## src/rtl/i2c_eeprom_byte_master_defines.svh

```systemverilog
// assertion macros for the serial eeprom master
`ifndef I2C_EEPROM_BYTE_MASTER_DEFINES_SVH
`define I2C_EEPROM_BYTE_MASTER_DEFINES_SVH
`ifndef SYNTH
`define IEBM_ASSERT_IMP(label, clk, rst, ante, cons) \
  label: assert property (@(posedge clk) disable iff (rst) (ante) |-> (cons)) \
    else $error("iebm: same-cycle check failed");
`define IEBM_ASSERT_NXT(label, clk, rst, ante, cons) \
  label: assert property (@(posedge clk) disable iff (rst) (ante) |=> (cons)) \
    else $error("iebm: next-cycle check failed");
`else
`define IEBM_ASSERT_IMP(label, clk, rst, ante, cons)
`define IEBM_ASSERT_NXT(label, clk, rst, ante, cons)
`endif
`endif

```

## src/rtl/iebm_pkg.sv

```systemverilog
`timescale 1ns / 1ps
package iebm_pkg;

  localparam int unsigned CFG_IDX_W  = 1;
  localparam int unsigned CFG_DATA_W = 8;

  localparam logic [CFG_IDX_W-1:0] REG_DEVICE_ADDRESS = 1'b0;
  localparam logic [CFG_IDX_W-1:0] REG_PHASE_TICKS    = 1'b1;

  localparam logic [6:0] DEVICE_ADDRESS_RESET = 7'd80;
  localparam logic [7:0] PHASE_TICKS_RESET    = 8'd2;

  localparam logic [1:0] ACT_TICK  = 2'd0;
  localparam logic [1:0] ACT_WRITE = 2'd1;
  localparam logic [1:0] ACT_READ  = 2'd2;

  // sequencer step codes
  localparam logic [4:0] ST_IDLE    = 5'd0;
  localparam logic [4:0] ST_START   = 5'd1;
  localparam logic [4:0] ST_DEVW_H  = 5'd5;
  localparam logic [4:0] ST_ACK0_H  = 5'd7;
  localparam logic [4:0] ST_ADDR_L  = 5'd8;
  localparam logic [4:0] ST_ADDR_H  = 5'd9;
  localparam logic [4:0] ST_ACK1_H  = 5'd11;
  localparam logic [4:0] ST_WDATA_L = 5'd12;
  localparam logic [4:0] ST_WDATA_H = 5'd13;
  localparam logic [4:0] ST_ACK2_H  = 5'd15;
  localparam logic [4:0] ST_RSTART  = 5'd16;
  localparam logic [4:0] ST_RS_LAST = 5'd19;
  localparam logic [4:0] ST_DEVR_L  = 5'd20;
  localparam logic [4:0] ST_DEVR_H  = 5'd21;
  localparam logic [4:0] ST_ACK3_H  = 5'd23;
  localparam logic [4:0] ST_RDATA_L = 5'd24;
  localparam logic [4:0] ST_RDATA_H = 5'd25;
  localparam logic [4:0] ST_MNAK_L  = 5'd26;
  localparam logic [4:0] ST_STOP_A  = 5'd28;
  localparam logic [4:0] ST_STOP_C  = 5'd30;
  localparam logic [4:0] ST_UNUSED  = 5'd31;

  // sda modes
  localparam logic [1:0] LV_LOW  = 2'd0;
  localparam logic [1:0] LV_HIGH = 2'd1;
  localparam logic [1:0] LV_BIT  = 2'd2;
  localparam logic [1:0] LV_REL  = 2'd3;

  localparam logic SCL_TAB [32] = '{
    1'b1, 1'b1, 1'b1, 1'b0, 1'b0, 1'b1, 1'b0, 1'b1,
    1'b0, 1'b1, 1'b0, 1'b1, 1'b0, 1'b1, 1'b0, 1'b1,
    1'b0, 1'b1, 1'b1, 1'b0, 1'b0, 1'b1, 1'b0, 1'b1,
    1'b0, 1'b1, 1'b0, 1'b1, 1'b0, 1'b1, 1'b1, 1'b1};

  localparam logic [1:0] SDA_TAB [32] = '{
    LV_HIGH, LV_HIGH, LV_LOW,  LV_LOW,  LV_BIT,  LV_BIT,  LV_REL,  LV_REL,
    LV_BIT,  LV_BIT,  LV_REL,  LV_REL,  LV_BIT,  LV_BIT,  LV_REL,  LV_REL,
    LV_HIGH, LV_HIGH, LV_LOW,  LV_LOW,  LV_BIT,  LV_BIT,  LV_REL,  LV_REL,
    LV_REL,  LV_REL,  LV_HIGH, LV_HIGH, LV_LOW,  LV_LOW,  LV_HIGH, LV_HIGH};

  typedef struct packed {
    logic [1:0] action;
    logic [7:0] mem_addr;
    logic [7:0] write_data;
    logic       sda_in;
  } cmd_t;

  typedef struct packed {
    logic       scl_level;
    logic       sda_level;
    logic       sda_drive;
    logic       busy_res;
    logic       done_res;
    logic       nak_error;
    logic [7:0] rx_data;
  } result_t;

endpackage

```

## src/rtl/iebm_ifs.sv

```systemverilog
`timescale 1ns / 1ps
interface iebm_cmd_if;
  logic       valid;
  logic       ready;
  logic [1:0] action;
  logic [7:0] mem_addr;
  logic [7:0] write_data;
  logic       sda_in;

  modport source (output valid, action, mem_addr, write_data, sda_in, input ready);
  modport sink (input valid, action, mem_addr, write_data, sda_in, output ready);
endinterface

interface iebm_res_if;
  logic       valid;
  logic       ready;
  logic       scl_level;
  logic       sda_level;
  logic       sda_drive;
  logic       busy_res;
  logic       done_res;
  logic       nak_error;
  logic [7:0] rx_data;

  modport source (output valid, scl_level, sda_level, sda_drive, busy_res, done_res,
                  nak_error, rx_data, input ready);
  modport sink (input valid, scl_level, sda_level, sda_drive, busy_res, done_res,
                nak_error, rx_data, output ready);
endinterface

```

## src/rtl/iebm_seq.sv

```systemverilog
`timescale 1ns / 1ps
module iebm_seq
  import iebm_pkg::*;
(
  input  logic                  clk,
  input  logic                  rst,
  input  logic                  wr_en,
  input  logic [CFG_IDX_W-1:0]  wr_index,
  input  logic [CFG_DATA_W-1:0] wr_data,
  input  logic                  step_en,
  input  cmd_t                  cmd,
  output result_t               result,
  output logic                  seq_idle
);

  logic [6:0] device_address;
  logic [7:0] phase_ticks;

  logic [4:0] seq_step, seq_step_next;
  logic [3:0] bit_count, bit_count_next;
  logic [7:0] shift_reg, shift_reg_next;
  logic [7:0] tick_count, tick_count_next;
  logic       op_is_read, op_is_read_next;
  logic [7:0] latched_addr, latched_addr_next;
  logic [7:0] latched_data, latched_data_next;
  logic       nak_flag, nak_flag_next;

  logic       start;
  logic [4:0] st;
  logic [1:0] mode;
  logic [3:0] bc_inc;
  logic [7:0] tick_inc;
  logic [7:0] limit;

  assign seq_idle = (seq_step == ST_IDLE);

  always_ff @(posedge clk) begin
    if (rst) begin
      device_address <= DEVICE_ADDRESS_RESET;
      phase_ticks    <= PHASE_TICKS_RESET;
    end else if (wr_en) begin
      unique case (wr_index)
        REG_DEVICE_ADDRESS: device_address <= wr_data[6:0];
        REG_PHASE_TICKS:    phase_ticks    <= wr_data;
        default:            ;
      endcase
    end
  end

  always_comb begin
    seq_step_next     = seq_step;
    bit_count_next    = bit_count;
    shift_reg_next    = shift_reg;
    tick_count_next   = tick_count;
    op_is_read_next   = op_is_read;
    latched_addr_next = latched_addr;
    latched_data_next = latched_data;
    nak_flag_next     = nak_flag;
    limit             = (phase_ticks == 8'd0) ? 8'd1 : phase_ticks;
    result            = '0;

    start = seq_idle && (cmd.action == ACT_WRITE || cmd.action == ACT_READ);
    if (start) begin
      op_is_read_next   = (cmd.action == ACT_READ);
      latched_addr_next = cmd.mem_addr;
      latched_data_next = cmd.write_data;
      shift_reg_next    = {device_address, 1'b0};
      bit_count_next    = 4'd0;
      tick_count_next   = 8'd0;
      nak_flag_next     = 1'b0;
      seq_step_next     = ST_START;
    end

    st   = seq_step_next;
    mode = SDA_TAB[st];
    result.scl_level = SCL_TAB[st];
    result.sda_drive = (mode != LV_REL);
    unique case (mode)
      LV_LOW:  result.sda_level = 1'b0;
      LV_BIT:  result.sda_level = shift_reg_next[7];
      default: result.sda_level = 1'b1;
    endcase

    bc_inc   = bit_count_next + 4'd1;
    tick_inc = tick_count_next + 8'd1;

    if (st != ST_IDLE) begin
      result.busy_res = 1'b1;
      tick_count_next = tick_inc;
      if (tick_inc >= limit) begin
        tick_count_next = 8'd0;
        unique case (st)
          ST_IDLE: ;
          ST_DEVW_H, ST_ADDR_H, ST_WDATA_H, ST_DEVR_H: begin
            shift_reg_next = {shift_reg_next[6:0], 1'b0};
            if (bc_inc >= 4'd8) begin
              bit_count_next = 4'd0;
              seq_step_next  = st + 5'd1;
            end else begin
              bit_count_next = bc_inc;
              seq_step_next  = st - 5'd1;
            end
          end
          ST_ACK0_H, ST_ACK1_H, ST_ACK2_H, ST_ACK3_H: begin
            if (cmd.sda_in) begin
              nak_flag_next = 1'b1;
              seq_step_next = ST_STOP_A;
            end else begin
              unique case (st)
                ST_ACK0_H: begin
                  shift_reg_next = latched_addr_next;
                  seq_step_next  = ST_ADDR_L;
                end
                ST_ACK1_H: begin
                  if (op_is_read_next) begin
                    seq_step_next = ST_RSTART;
                  end else begin
                    shift_reg_next = latched_data_next;
                    seq_step_next  = ST_WDATA_L;
                  end
                end
                ST_ACK2_H: seq_step_next = ST_STOP_A;
                default: begin
                  shift_reg_next = 8'd0;
                  bit_count_next = 4'd0;
                  seq_step_next  = ST_RDATA_L;
                end
              endcase
            end
          end
          ST_RS_LAST: begin
            shift_reg_next = {device_address, 1'b1};
            bit_count_next = 4'd0;
            seq_step_next  = ST_DEVR_L;
          end
          ST_RDATA_H: begin
            shift_reg_next = {shift_reg_next[6:0], cmd.sda_in};
            if (bc_inc >= 4'd8) begin
              bit_count_next = 4'd0;
              seq_step_next  = ST_MNAK_L;
            end else begin
              bit_count_next = bc_inc;
              seq_step_next  = ST_RDATA_L;
            end
          end
          ST_STOP_C: begin
            seq_step_next    = ST_IDLE;
            result.busy_res  = 1'b0;
            result.done_res  = 1'b1;
            result.nak_error = nak_flag_next;
            result.rx_data   = (op_is_read_next && !nak_flag_next) ? shift_reg_next : 8'd0;
          end
          ST_UNUSED: seq_step_next = ST_IDLE;
          default:   seq_step_next = st + 5'd1;
        endcase
      end
    end
  end

  always_ff @(posedge clk) begin
    if (rst) begin
      seq_step     <= ST_IDLE;
      bit_count    <= 4'd0;
      shift_reg    <= 8'd0;
      tick_count   <= 8'd0;
      op_is_read   <= 1'b0;
      latched_addr <= 8'd0;
      latched_data <= 8'd0;
      nak_flag     <= 1'b0;
    end else if (step_en) begin
      seq_step     <= seq_step_next;
      bit_count    <= bit_count_next;
      shift_reg    <= shift_reg_next;
      tick_count   <= tick_count_next;
      op_is_read   <= op_is_read_next;
      latched_addr <= latched_addr_next;
      latched_data <= latched_data_next;
      nak_flag     <= nak_flag_next;
    end
  end

endmodule

```

## src/rtl/iebm_out_reg.sv

```systemverilog
`timescale 1ns / 1ps
module iebm_out_reg
  import iebm_pkg::*;
(
  input  logic       clk,
  input  logic       rst,
  input  logic       load_req,
  input  result_t    data,
  output logic       space,
  iebm_res_if.source res
);

  logic    valid;
  result_t payload;

  assign space = !valid || res.ready;

  always_ff @(posedge clk) begin
    if (rst) begin
      valid <= 1'b0;
    end else if (space) begin
      valid <= load_req;
    end
  end

  always_ff @(posedge clk) begin
    if (space && load_req) begin
      payload <= data;
    end
  end

  assign res.valid     = valid;
  assign res.scl_level = payload.scl_level;
  assign res.sda_level = payload.sda_level;
  assign res.sda_drive = payload.sda_drive;
  assign res.busy_res  = payload.busy_res;
  assign res.done_res  = payload.done_res;
  assign res.nak_error = payload.nak_error;
  assign res.rx_data   = payload.rx_data;

endmodule

```

## src/rtl/i2c_eeprom_byte_master.sv

```systemverilog
`timescale 1ns / 1ps
`include "i2c_eeprom_byte_master_defines.svh"
// Tick-driven I2C master for a serial EEPROM doing a byte write or a random read.
// Each transfer on cmd is one bus tick and yields exactly one transfer on res with
// the SCL/SDA levels, busy, done, nak and read data for that tick. A new tick is
// taken every clock cycle: the sequencer state updates in the cycle of the tick and
// the result sits in a one-entry output register, so cmd is ready whenever that
// register is empty or being drained. Every bus phase lasts phase_ticks ticks
// (0 acts as 1). A missing acknowledge issues a stop and ends with nak_error set and
// rx_data zero. Commands arriving while busy are ignored. Registers are written
// through wr_en/wr_index/wr_data: index 0 device_address, index 1 phase_ticks.
module i2c_eeprom_byte_master
  import iebm_pkg::*;
(
  input  logic                  clk,
  input  logic                  rst,
  input  logic                  wr_en,
  input  logic [CFG_IDX_W-1:0]  wr_index,
  input  logic [CFG_DATA_W-1:0] wr_data,
  iebm_cmd_if.sink              cmd,
  iebm_res_if.source            res
);

  cmd_t    cmd_item;
  result_t step_result;
  logic    space;
  logic    step_en;
  logic    seq_idle;
  logic    cmd_start;
  logic    bus_released;

  assign cmd_item.action     = cmd.action;
  assign cmd_item.mem_addr   = cmd.mem_addr;
  assign cmd_item.write_data = cmd.write_data;
  assign cmd_item.sda_in     = cmd.sda_in;

  assign cmd.ready = space;
  assign step_en   = cmd.valid && space;

  assign cmd_start    = step_en && seq_idle && (cmd.action == ACT_WRITE || cmd.action == ACT_READ);
  assign bus_released = res.scl_level && res.sda_level && res.sda_drive;

  iebm_seq u_seq (
    .clk      (clk),
    .rst      (rst),
    .wr_en    (wr_en),
    .wr_index (wr_index),
    .wr_data  (wr_data),
    .step_en  (step_en),
    .cmd      (cmd_item),
    .result   (step_result),
    .seq_idle (seq_idle)
  );

  iebm_out_reg u_out_reg (
    .clk      (clk),
    .rst      (rst),
    .load_req (cmd.valid),
    .data     (step_result),
    .space    (space),
    .res      (res)
  );

  `IEBM_ASSERT_IMP(a_idle_bus, clk, rst, res.valid && !res.busy_res, bus_released)
  `IEBM_ASSERT_IMP(a_done_not_busy, clk, rst, res.valid && res.done_res, !res.busy_res)
  `IEBM_ASSERT_IMP(a_nak_clears_data, clk, rst, res.valid && res.nak_error, res.done_res && (res.rx_data == '0))
  `IEBM_ASSERT_NXT(a_cmd_starts, clk, rst, cmd_start, res.valid && res.busy_res)

endmodule
```

## src/flat_wrapper.sv

```systemverilog
// flat-port wrapper written by rule: the top's interface ports become plain ports
module i2c_eeprom_byte_master_flat import iebm_pkg::*;
  (clk, rst, wr_en, wr_index, wr_data, cmd_valid, cmd_action, cmd_mem_addr, cmd_write_data, cmd_sda_in, cmd_ready, res_valid, res_scl_level, res_sda_level, res_sda_drive, res_busy_res, res_done_res, res_nak_error, res_rx_data, res_ready);
  iebm_cmd_if cmd_i ();
  iebm_res_if res_i ();
  input  logic clk;
  input  logic rst;
  input  logic wr_en;
  input  logic [CFG_IDX_W-1:0] wr_index;
  input  logic [CFG_DATA_W-1:0] wr_data;
  input wire logic [$bits(cmd_i.valid)-1:0] cmd_valid;
  input wire logic [$bits(cmd_i.action)-1:0] cmd_action;
  input wire logic [$bits(cmd_i.mem_addr)-1:0] cmd_mem_addr;
  input wire logic [$bits(cmd_i.write_data)-1:0] cmd_write_data;
  input wire logic [$bits(cmd_i.sda_in)-1:0] cmd_sda_in;
  output wire logic [$bits(cmd_i.ready)-1:0] cmd_ready;
  output wire logic [$bits(res_i.valid)-1:0] res_valid;
  output wire logic [$bits(res_i.scl_level)-1:0] res_scl_level;
  output wire logic [$bits(res_i.sda_level)-1:0] res_sda_level;
  output wire logic [$bits(res_i.sda_drive)-1:0] res_sda_drive;
  output wire logic [$bits(res_i.busy_res)-1:0] res_busy_res;
  output wire logic [$bits(res_i.done_res)-1:0] res_done_res;
  output wire logic [$bits(res_i.nak_error)-1:0] res_nak_error;
  output wire logic [$bits(res_i.rx_data)-1:0] res_rx_data;
  input wire logic [$bits(res_i.ready)-1:0] res_ready;
  assign cmd_i.valid = cmd_valid;
  assign cmd_i.action = cmd_action;
  assign cmd_i.mem_addr = cmd_mem_addr;
  assign cmd_i.write_data = cmd_write_data;
  assign cmd_i.sda_in = cmd_sda_in;
  assign cmd_ready = cmd_i.ready;
  assign res_valid = res_i.valid;
  assign res_scl_level = res_i.scl_level;
  assign res_sda_level = res_i.sda_level;
  assign res_sda_drive = res_i.sda_drive;
  assign res_busy_res = res_i.busy_res;
  assign res_done_res = res_i.done_res;
  assign res_nak_error = res_i.nak_error;
  assign res_rx_data = res_i.rx_data;
  assign res_i.ready = res_ready;
  i2c_eeprom_byte_master u_core (.clk(clk), .rst(rst), .wr_en(wr_en), .wr_index(wr_index), .wr_data(wr_data), .cmd(cmd_i), .res(res_i));
endmodule
```

## config.mk

```make
export PLATFORM = sky130hd
export DESIGN_NAME = i2c_eeprom_byte_master_flat
export DESIGN_NICKNAME = d
export VERILOG_FILES = /design/src/rtl/iebm_pkg.sv /design/src/rtl/iebm_ifs.sv /design/src/rtl/iebm_seq.sv /design/src/rtl/iebm_out_reg.sv /design/src/rtl/i2c_eeprom_byte_master.sv /design/src/flat_wrapper.sv
export VERILOG_INCLUDE_DIRS = /design/src /design/src/rtl
export SDC_FILE = /design/constraint.sdc
export NUM_CORES = 1
export LEC_CHECK = 0
export BUFFER_PORTS_ARGS = -buffer_cell sky130_fd_sc_hd__buf_2
export CAP_MARGIN = 20
export CORE_MARGIN = 8
export CORE_UTILIZATION = 60
export CTS_BUF_LIST = sky130_fd_sc_hd__clkbuf_4 sky130_fd_sc_hd__clkbuf_8
export DETAILED_ROUTE_END_ITERATION = 8
export GPL_TIMING_DRIVEN = 0
export HOLD_SLACK_MARGIN = 0.08
export PLACE_DENSITY = 0.82
export SKIP_LAST_GASP = 1
export SLEW_MARGIN = 20
export SYNTH_ARGS = -nofsm -noshare
export SYNTH_HDL_FRONTEND = slang
export SYNTH_SLANG_ARGS = --single-unit
```

## constraint.sdc

```tcl
create_clock -name clk -period 5.4 [get_ports clk]
set_input_delay 0.27 -clock clk [delete_from_list [all_inputs] [get_ports clk]]
set_output_delay 0.27 -clock clk [all_outputs]
set_load 0.1 [all_outputs]
```

==> impl_metrics.json, run 1 <==
{
  "status": "finished, final reports clean",
  "groute.usage.overall_pct": 24.06,
  "critical_path.endpoint_type": "register",
  "place_congestion": 0.9374,
  "hpwlAfterDp_microns": 8908,
  "critical-path-top-cell-by-count": "sky130_fd_sc_hd__or3_1",
  "worst_clock_skew_ps": 7.989,
  "yosys.area.top_type_share_pct": 27.66,
  "dr_total_vias": 4337,
  "synth_most_common_cell": "sky130_fd_sc_hd__nand2_1",
  "synth.yosys.seq_area_share_pct": 37.50,
  "synth_area_per_cell_sq_um": 7.967,
  "fin_nets": 647,
  "total_leakage_power_nw": 1.908,
  "antenna_violation_net_count_after_detailed_routing": 0,
  "total_wirelength_of_the_detailed_routed_design_microns": 12110,
  "seq_area_sq_um": 1602,
  "die_height_microns": 100.4,
  "fin_setup_tns_ps": 0,
  "worst_setup_path_start_kind": "register",
  "crit_path_max_fanout": 9,
  "syn-instance-count": 536,
  "vias_in_the_first_global_route": 3970,
  "grt_antenna_before_repair": 0,
  "clk_path_buf_depth": 2,
  "detail_route.iter0.violations": 529,
  "number_of_buffers_inserted_by_port_buffering": 47,
  "cpPeakStageDelay_ps": 570,
  "wire_per_inst_microns": 17.42,
  "insertedDiodeCount": 0,
  "starting_utilization_of_the_core_area_pct": 62.51,
  "critPathTopFamily": "simple AND/OR/NAND/NOR gates",
  "hold-worst-slack_ps": 138.0,
  "yosys_warnings": 0,
  "die_area_sq_um": 10070,
  "worst_tran_pin_value_ps": 846.4,
  "async_flop_share_pct": 0,
  "cts_buffers": 9,
  "fmax_mhz": 223.0,
  "synth.net_count": 589,
  "ctsRootBufferMaster": "sky130_fd_sc_hd__clkbuf_8",
  "yosys_most_used_dff": "sky130_fd_sc_hd__dfxtp_1",
  "htree_num_levels": 3,
  "synth.lib_cells_used.distinct": 64,
  "worstSetupPathType": "register to register",
  "final-setup-viol-count": 0,
  "mappedNetlistArea_sq_um": 4270,
  "required_ps": 5490,
  "cts.repair.resized": 0,
  "syn2layout_area_growth_pct": 13.21,
  "drc": 0,
  "synth_common_cells": "sky130_fd_sc_hd__nand2_1 (89), sky130_fd_sc_hd__dfxtp_1 (59), sky130_fd_sc_hd__a21oi_1 (55)",
  "synth_enable_flop_cells": 14,
  "post_cts_hold_buffer_count": 0,
  "width_of_the_die_microns": 100.4,
  "worst_path_max_delay_cell": "sky130_fd_sc_hd__or4_4",
  "worst_ir_drop_vdd_mv": 0.2220,
  "timing.critical_path.cells": "buf_6 > or4_4 > or3_1 > buf_2 > and2_1 > ha_1 > nand3_1 > xor2_1 > nor2_1 > ha_1 > nand3_1 > nand2_1 > or3_1 > a41o_1 > nand2_1 > or3_1 > clkbuf_1 > nor2_1",
  "grt_remaining_overflow": 0,
  "grt_max_degree": 24,
  "first_pass_iters": 5,
  "final_cycle_utilization_of_the_critical_path_pct": 83.03,
  "data_arrival_critical_path_ps": 4580,
  "max_slew_margin_pct": 43.14,
  "total_area_of_multi_input_combinational_cells_sq_um": 2417,
  "tritoncts": "yes",
  "cts_setup_buffers": 0,
  "critical_path.n_buffers_inverters": 3,
  "p_per_area_nw_per_um2": 289.1,
  "core_area_sq_um": 6832,
  "timing.final.hold_violations": 0,
  "rsz0062_at_grt": "no",
  "clk-insertion-delay-late_ps": 360,
  "clock_sinks": 73,
  "drt-vias-per-instance": 6.240,
  "maxCapViolations": 0,
  "top_level_ports": 49,
  "path_class_of_the_lowest_slack_min_delay_path": "input port to register",
  "rows": 30,
  "final_layout_size_suffix_gt1_share_pct": 15.36,
  "finalWorstPathRequiredPeriod_ps": 4484,
  "ys_ff_latch": 73,
  "worst_setup_hold_path_clk_slew_ps": 90,
  "post_synth_main_area_contributors": "sky130_fd_sc_hd__dfxtp_1 (28%), sky130_fd_sc_hd__edfxtp_1 (9.8%), sky130_fd_sc_hd__nand2_1 (7.8%), sky130_fd_sc_hd__a21oi_1 (6.4%), sky130_fd_sc_hd__ha_1 (5.9%)",
  "nFillCells": 593,
  "synth_area_leader_cell": "sky130_fd_sc_hd__dfxtp_1",
  "global_route_wire_length_before_repair_microns": 19450,
  "finalMaxSlewViolations": 0
}
## worst paths after layout
| check | start | to | slack, ps | cells after the start |
|---|---|---|---|---|
| worst max-delay path | u_core.u_seq.seq_step[4]$_SDFFE_PP0P_ | u_core.u_out_reg.res.rx_data[4]$_SDFFCE_PN0P_ | 920 | 18 |
| worst min-delay path | wr_data[6] | u_core.u_seq.device_address[6]$_SDFFE_PP1P_ | 140 | 3 |
| worst max register to register | u_core.u_seq.seq_step[4]$_SDFFE_PP0P_ | u_core.u_out_reg.res.rx_data[4]$_SDFFCE_PN0P_ | 920 | 18 |
| worst min register to register | u_core.u_seq.phase_ticks[2]$_SDFFE_PP0P_ | u_core.u_seq.phase_ticks[2]$_SDFFE_PP0P_ | 460 | 2 |
## metal layers
| layer | GRT usage [%] | vias to the layer above | part of all wire, % |
|---|---|---|---|
| li1 | - | 2037 | - |
| met1 | 30.91 | 2014 | 42 |
| met2 | 38.72 | 246 | 47 |
| met3 | 4.221 | 40 | 8.4 |
| met4 | 10.00 | 0 | 2.7 |
| met5 | 0 | - | 0 |
## per-stage QoR
step,instances,worst slack [ps],area [sq um],utilization [%],power (W)
detailed placement,679,957.8,4632,67.80,0.0009544
global placement,679,1006,4626,67.71,0.0009472
global route,695,793.7,4835,70.77,0.001451
finish,695,916.4,4835,70.77,0.001398
CTS,695,991.9,4833,70.75,0.001392
floorplan,536,1501,4270,-,0.0008688
## cells by family (layout without fill, tap and decap cells)
kind of cell / count (synthesis) / in the layout / share of synthesized area [%]
buf+inv: 60 / 123 / 6.036
fa+ha+maj: 20 / 20 / 5.860
compound gates: 159 / 159 / 24.08
simple gates: 209 / 209 / 23.23
xor+xnor: 8 / 8 / 1.641
flops: 73 / 73 / 37.50
mux: 7 / 7 / 1.641
## report_power, final
group / switching (W) / total, W / internal [W]
Sequential: 0.0000190 / 0.000603 / 0.000584
Clock: 0.000228 / 0.000445 / 0.000217
Combinational: 0.000236 / 0.000349 / 0.000113
## final cells by class
type	count	area share, %
multi-input cells	403	50.00
flip-flops and latches	73	33.13
repair buffers	47	4.865
plain buffers	37	3.571
clock buffers	9	2.562
well taps	96	2.484
inverters	23	1.786
clock inverters	7	1.605
## tightest hold or removal path: cells and delay by family
family	cells	cell delay, ps
and+or+nand+nor	2	100
buffers and inverters	1	90
## placed cells by master (no fill, tap or decap), types with 3 or more instances in the layout
master / instances
sky130_fd_sc_hd__nand2_1: 89
sky130_fd_sc_hd__dfxtp_1: 59
sky130_fd_sc_hd__a21oi_1: 55
sky130_fd_sc_hd__buf_2: 52
sky130_fd_sc_hd__nor2_1: 38
sky130_fd_sc_hd__o21ai_0: 31
sky130_fd_sc_hd__nand3_1: 27
sky130_fd_sc_hd__clkbuf_1: 25
sky130_fd_sc_hd__inv_1: 22
sky130_fd_sc_hd__ha_1: 20
sky130_fd_sc_hd__edfxtp_1: 14
sky130_fd_sc_hd__nor3_1: 10
sky130_fd_sc_hd__clkbuf_8: 9
sky130_fd_sc_hd__nand2b_1: 8
sky130_fd_sc_hd__nor2b_1: 8
sky130_fd_sc_hd__a31o_2: 8
sky130_fd_sc_hd__mux2i_1: 7
sky130_fd_sc_hd__a31oi_1: 7
sky130_fd_sc_hd__a22oi_1: 7
sky130_fd_sc_hd__a221oi_1: 7
sky130_fd_sc_hd__a22o_1: 7
sky130_fd_sc_hd__xor2_1: 6
sky130_fd_sc_hd__and3_1: 5
sky130_fd_sc_hd__or3_1: 4
sky130_fd_sc_hd__nand4_1: 4
sky130_fd_sc_hd__buf_6: 3
sky130_fd_sc_hd__o22ai_1: 3
sky130_fd_sc_hd__and2_1: 3
sky130_fd_sc_hd__a41o_1: 3
sky130_fd_sc_hd__o2111ai_1: 3
sky130_fd_sc_hd__o32ai_1: 3
Power figures use the tool's default switching activity.
==> run 2: changes to the inputs <==
==> constraint.sdc (replaced) <==
create_clock -name clk -period 4.39 [get_ports clk]
set_input_delay 0.2195 -clock clk [delete_from_list [all_inputs] [get_ports clk]]
set_output_delay 0.2195 -clock clk [all_outputs]
set_load 0.1 [all_outputs]
==> impl_metrics.json, run 2 (synthesis gave the netlist of run 1 again) <==
{
  "status": "finished, final reports clean",
  "htree_num_levels": 3,
  "final_cycle_utilization_of_the_critical_path_pct": 96.83,
  "worst_setup_path_start_kind": "register",
  "timing.critical_path.cells": "buf_6 > or4_4 > or3_1 > clkbuf_4 > and2_1 > ha_1 > nand3_1 > xor2_1 > nor2_1 > ha_1 > nand3_1 > nand2_1 > or3_1 > a41o_1 > clkbuf_2 > a31o_2 > nand2_1 > a21oi_1",
  "power.switching_w": 0.0005974,
  "final_layout_size_suffix_gt1_share_pct": 16.22,
  "finalWorstPathRequiredPeriod_ps": 4251,
  "layout.cells.most_common": "sky130_fd_sc_hd__nand2_1",
  "cpPeakStageDelay_ps": 570,
  "wire_per_inst_microns": 17.57,
  "total_leakage_power_nw": 1.916,
  "reg2reg_from": "u_core.u_seq.seq_step[4]$_SDFFE_PP0P_",
  "place_congestion": 0.9374,
  "global_route_wire_length_before_repair_microns": 19480,
  "clk-insertion-delay-late_ps": 360,
  "drc": 0,
  "seq_area_sq_um": 1602,
  "worst_clock_skew_ps": 8.346,
  "drt-vias-per-instance": 6.241,
  "clkPwrFrac_pct": 31.7,
  "rsz0062_at_grt": "no",
  "hold-worst-slack_ps": 94.90,
  "hold_depth": 3,
  "worst_ir_drop_vdd_mv": 0.2712,
  "path_class_of_the_lowest_slack_min_delay_path": "input port to register",
  "data_arrival_critical_path_ps": 4500,
  "worstSetupPathType": "register to register",
  "tritoncts": "yes",
  "fmax_mhz": 235.2,
  "grt_antenna_before_repair": 0,
  "starting_utilization_of_the_core_area_pct": 62.51,
  "detail_route.iter0.violations": 487,
  "sequential_cell_fraction_of_total_power_pct": 43.0,
  "rows": 30,
  "crit_path_start": "u_core.u_seq.seq_step[4]$_SDFFE_PP0P_",
  "p_comb_share_pct": 25.3,
  "grt_max_degree": 24,
  "dr_total_vias": 4331,
  "core_area_sq_um": 6832,
  "die_height_microns": 100.4,
  "hpwlAfterDp_microns": 8908,
  "total_wirelength_of_the_detailed_routed_design_microns": 12200,
  "internal-power_w": 0.001128,
  "layout_common_cells": "sky130_fd_sc_hd__nand2_1 (89), sky130_fd_sc_hd__dfxtp_1 (59), sky130_fd_sc_hd__a21oi_1 (54)",
  "die_area_sq_um": 10070,
  "timing.final.hold_violations": 0,
  "fin_nets": 646,
  "maxCapViolations": 0,
  "grt_remaining_overflow": 0,
  "final-setup-viol-count": 0,
  "detailed_place.area_sq_um": 4632,
  "first_pass_iters": 5,
  "syn2layout_area_growth_pct": 13.80,
  "number_of_buffers_inserted_by_port_buffering": 47,
  "ctsRootBufferMaster": "sky130_fd_sc_hd__clkbuf_8",
  "crit_path_max_fanout": 10,
  "worst-r2r-cell-count": 18,
  "nFillCells": 591,
  "antenna_violation_net_count_after_detailed_routing": 0,
  "total_area_of_multi_input_combinational_cells_sq_um": 2436,
  "critPathTopFamily": "simple AND/OR/NAND/NOR gates",
  "top_level_ports": 49,
  "max_slew_margin_pct": 42.27,
  "p_per_area_nw_per_um2": 355.1,
  "critical_path.n_buffers_inverters": 3,
  "fin_setup_tns_ps": 0,
  "finalMaxSlewViolations": 0,
  "width_of_the_die_microns": 100.4,
  "groute.usage.overall_pct": 24.08,
  "clk_path_buf_depth": 2,
  "clock_sinks": 73,
  "vias_in_the_first_global_route": 3965,
  "insertedDiodeCount": 0,
  "worst_tran_pin_value_ps": 859.4,
  "worst_path_max_delay_cell": "sky130_fd_sc_hd__or4_4",
  "regToRegEndpoint": "u_core.u_seq.shift_reg[1]$_SDFFE_PP0P_",
  "cts_buffers": 9,
  "post-route-cell-area_sq_um": 4860,
  "worst_setup_hold_path_clk_slew_ps": 90,
  "hold_path_end": "u_core.u_seq.latched_data[4]$_SDFFE_PP0P_",
  "worst_hold_startpoint": "cmd_write_data[4]",
  "p_sw_share_pct": 34.62,
  "timing.reg2reg.setup_slack_ps": 140,
  "critical_path.endpoint_type": "register",
  "required_ps": 4640
}
-- run 2: worst register-to-register path, delay by kind of cell, from the launching register on --
kind / cells / cell delay, ps
buffers and inverters: 3 / 580
and+or+nand+nor: 9 / 1860
AOI/OAI and AO/OA: 3 / 650
xor gates and xnor gates: 1 / 150
DFF: 1 / 320
adders and majority gates: 2 / 570
-- run 2: power by group through the flow --
| stage | logic, W | registers (W) | clock network (W) |
|---|---|---|---|
| after floorplan | 0.000263 | 0.000805 | 0 |
| after global placement | 0.000409 | 0.000756 | 0 |
| after detailed placement | 0.000417 | 0.000757 | 0 |
| after CTS | 0.000420 | 0.000742 | 0.000550 |
| after global routing | 0.000470 | 0.000746 | 0.000573 |
| final | 0.000436 | 0.000742 | 0.000547 |
-- run 2: repair_timing --
action                                  in CTS  in global routing
hold endpoints to repair                     1                  0
hold buffers                                 1                  0
buffers inserted                             0                  0
endpoints found under the setup margin       1                 30
gates resized for setup                      0                  7
cloned                                       0                  0
-- run 2: metal layers --
metal  GRT usage [%]  routed length (microns)  vias to the layer above
met4           10.00                      244                        0
met2           38.72                     5709                      273
li1                -                        -                     2038
met3           4.221                     1120                       22
met5               0                        0                        -
met1           30.99                     5121                     1998
-- run 2: cell type report --
type	instances	area share [%]
timing repair buffer	48	5.046
multi-input combinational	403	50.13
sequential	73	32.96
clock inverter	7	1.596
clock buffer	9	2.549
tap	96	2.472
buffer	35	3.476
inverter	23	1.777
-- run 2: metrics by stage --
| step | instances | total power (W) | setup WS, ps | util (%) |
|---|---|---|---|---|
| 6_report | 694 | 0.001726 | 139.1 | 71.14 |
| 5_1_grt | 694 | 0.001789 | 5.387 | 71.14 |
| 4_1_cts | 695 | 0.001712 | 51.78 | 70.84 |
| 3_5_place_dp | 679 | 0.001174 | -1.675 | 67.80 |
| 3_3_place_gp | 679 | 0.001165 | 46.35 | 67.71 |
| 2_1_floorplan | 536 | 0.001069 | 532.4 | - |
-- run 2: how the worst max path moves through the flow --
stage / endpoint / slack, ps / cells past startpoint
2_1_floorplan: u_core.u_out_reg.res.rx_data[0]$_SDFFCE_PN0P_ / 530 / 18
3_3_place_gp: u_core.u_out_reg.res.rx_data[2]$_SDFFCE_PN0P_ / 50 / 20
3_5_place_dp: u_core.u_out_reg.res.rx_data[4]$_SDFFCE_PN0P_ / -2 / 20
4_1_cts: u_core.u_seq.shift_reg[0]$_SDFFE_PP0P_ / 50 / 18
5_1_grt: u_core.u_seq.seq_step[0]$_SDFFE_PP0P_ / 5 / 18
6_report: u_core.u_seq.shift_reg[1]$_SDFFE_PP0P_ / 140 / 18
==> run 3: changes to the inputs <==
==> constraint.sdc (replaced) <==
create_clock -name clk -period 4.39 [get_ports clk]
set_input_delay 0.439 -clock clk [delete_from_list [all_inputs] [get_ports clk]]
set_output_delay 0.439 -clock clk [all_outputs]
set_load 0.1 [all_outputs]
==> impl_metrics.json, run 3 (synthesis gave the netlist of run 1 again) <==
{
  "htree_num_levels": 3,
  "critical_path.endpoint_type": "register",
  "worst_clock_skew_ps": 7.615,
  "dr_total_vias": 4304,
  "final_core_utilization_pct": 70.99,
  "worst_setup_hold_path_clk_slew_ps": 80,
  "final_cycle_utilization_of_the_critical_path_pct": 96.42,
  "finalWorstPathRequiredPeriod_ps": 4233,
  "regToRegEndpoint": "u_core.u_seq.shift_reg[1]$_SDFFE_PP0P_",
  "total_power_w": 0.001722,
  "fin_nets": 645,
  "cts_setup_buffers": 0,
  "final_layout_size_suffix_gt1_share_pct": 16.25,
  "insertedDiodeCount": 0,
  "worst_setup_path_start_kind": "register",
  "post-place-ws_ps": -221.2,
  "clock_sinks": 73,
  "worst_hold_startpoint": "wr_data[6]",
  "wire_per_inst_microns": 17.47,
  "worst_tran_pin_value_ps": 857.3,
  "post_cts_hold_buffer_count": 0,
  "number_of_buffers_inserted_by_port_buffering": 47,
  "grt_antenna_before_repair": 0,
  "antenna_violation_net_count_after_detailed_routing": 0,
  "grt_remaining_overflow": 0,
  "global_route_wire_length_before_repair_microns": 19450,
  "worst_ir_drop_vdd_mv": 0.2729,
  "cts_buffers": 9,
  "nFillCells": 592,
  "syn2layout_area_growth_pct": 13.57,
  "starting_utilization_of_the_core_area_pct": 62.51,
  "required_ps": 4640,
  "fmax_mhz": 236.2,
  "reg2reg_from": "u_core.u_seq.seq_step[4]$_SDFFE_PP0P_",
  "p_per_area_nw_per_um2": 355.0,
  "worstSetupPathType": "register to register",
  "timing.critical_path.cells": "buf_6 > or4_4 > or3_1 > clkbuf_4 > and2_1 > ha_1 > nand3_1 > xor2_1 > nor2_1 > ha_1 > nand3_1 > nand2_1 > or3_1 > a41o_1 > clkbuf_2 > a31o_2 > nand2_1 > a21oi_1",
  "final-setup-viol-count": 0,
  "width_of_the_die_microns": 100.4,
  "place_congestion": 0.9374,
  "maxCapViolations": 0,
  "worst-r2r-cell-count": 18,
  "first_pass_iters": 5,
  "total_wirelength_of_the_detailed_routed_design_microns": 12110,
  "worst_path_max_delay_cell": "sky130_fd_sc_hd__or4_4",
  "hold_path_end": "u_core.u_seq.device_address[6]$_SDFFE_PP1P_",
  "total_leakage_power_nw": 1.912,
  "hold_depth": 3,
  "hpwlAfterDp_microns": 8908,
  "critical_path.n_buffers_inverters": 3,
  "path_class_of_the_lowest_slack_min_delay_path": "input port to register",
  "core_area_sq_um": 6832,
  "layout.cells.most_common": "sky130_fd_sc_hd__nand2_1",
  "timing.final.hold_violations": 0,
  "vias_in_the_first_global_route": 3963,
  "crit_path_start": "u_core.u_seq.seq_step[4]$_SDFFE_PP0P_",
  "cts.repair.resized": 0,
  "critPathTopFamily": "simple AND/OR/NAND/NOR gates",
  "drc": 0,
  "layout_common_cells": "sky130_fd_sc_hd__nand2_1 (89), sky130_fd_sc_hd__dfxtp_1 (59), sky130_fd_sc_hd__a21oi_1 (54)",
  "detail_route.iter0.violations": 494,
  "drt-vias-per-instance": 6.211,
  "grt_max_degree": 24,
  "crit_path_max_fanout": 10,
  "cpPeakStageDelay_ps": 570,
  "fin_ws_ps": 157.0,
  "data_arrival_critical_path_ps": 4480,
  "groute.usage.overall_pct": 24.06,
  "die_height_microns": 100.4,
  "clk_path_buf_depth": 2,
  "timing.reg2reg.setup_slack_ps": 160,
  "rows": 30,
  "status": "finished, final reports clean",
  "ctsRootBufferMaster": "sky130_fd_sc_hd__clkbuf_8",
  "clk-insertion-delay-late_ps": 360,
  "max_slew_margin_pct": 42.41,
  "rsz0062_at_grt": "no",
  "die_area_sq_um": 10070,
  "top_level_ports": 49,
  "finalMaxSlewViolations": 0,
  "tritoncts": "yes"
}
-- run 3: cell type report --
| cell class | instances | area (sq um) | share of cell area [%] |
|---|---|---|---|
| Clock inverter | 7 | 77.57 | 1.600 |
| Inverter | 23 | 86.33 | 1.780 |
| Sequential cell | 73 | 1602 | 33.02 |
| Buffer | 35 | 168.9 | 3.483 |
| Multi-Input combinational cell | 403 | 2436 | 50.23 |
| Clock buffer | 9 | 123.9 | 2.554 |
| Timing Repair Buffer | 47 | 235.2 | 4.850 |
| Tap cell | 96 | 120.1 | 2.477 |
-- run 3: worst max-delay path by stage --
stage	end	slack (ps)	depth (start not counted)
after floorplan	u_core.u_out_reg.res.rx_data[0]$_SDFFCE_PN0P_	320	19
after global routing	u_core.u_seq.seq_step[0]$_SDFFE_PP0P_	5	18
after detailed placement	u_core.u_out_reg.res.rx_data[4]$_SDFFCE_PN0P_	-220	20
final	u_core.u_seq.shift_reg[1]$_SDFFE_PP0P_	160	18
after CTS	u_core.u_seq.shift_reg[0]$_SDFFE_PP0P_	50	18
after global placement	u_core.u_out_reg.res.rx_data[2]$_SDFFCE_PN0P_	-170	20
-- run 3: power by group --
| part | switching [W] | leakage, nW | total, W | internal (W) |
|---|---|---|---|---|
| Clock | 0.000278 | 0.100 | 0.000545 | 0.000267 |
| Combinational | 0.000293 | 1.20 | 0.000434 | 0.000142 |
| Sequential | 0.0000233 | 0.613 | 0.000742 | 0.000719 |
| Total | 0.000594 | 1.91 | 0.00172 | 0.00113 |
-- run 3: worst min-delay path: cells and delay by family --
family / cells / cell delay (ps)
buffers and inverters: 1 / 90
and+or+nand+nor: 2 / 100
-- run 3: routing by layer --
metal / GRT usage, % / wire (microns)
met3: 4.221 / 1058
met2: 38.72 / 5702
met4: 10.00 / 258
met1: 30.91 / 5086
met5: 0 / 0
-- run 3: metrics by stage --
step | std cells | TNS, ps | instance area [sq um] | hold slack, ps
5_1_grt | 693 | 0 | 4850 | 310.9
6_report | 693 | 0 | 4850 | 306.5
4_1_cts | 694 | 0 | 4830 | 298.7
2_1_floorplan | 536 | 0 | 4270 | 436.0
3_3_place_gp | 679 | -2092 | 4626 | 442.0
3_5_place_dp | 679 | -3072 | 4632 | 449.4
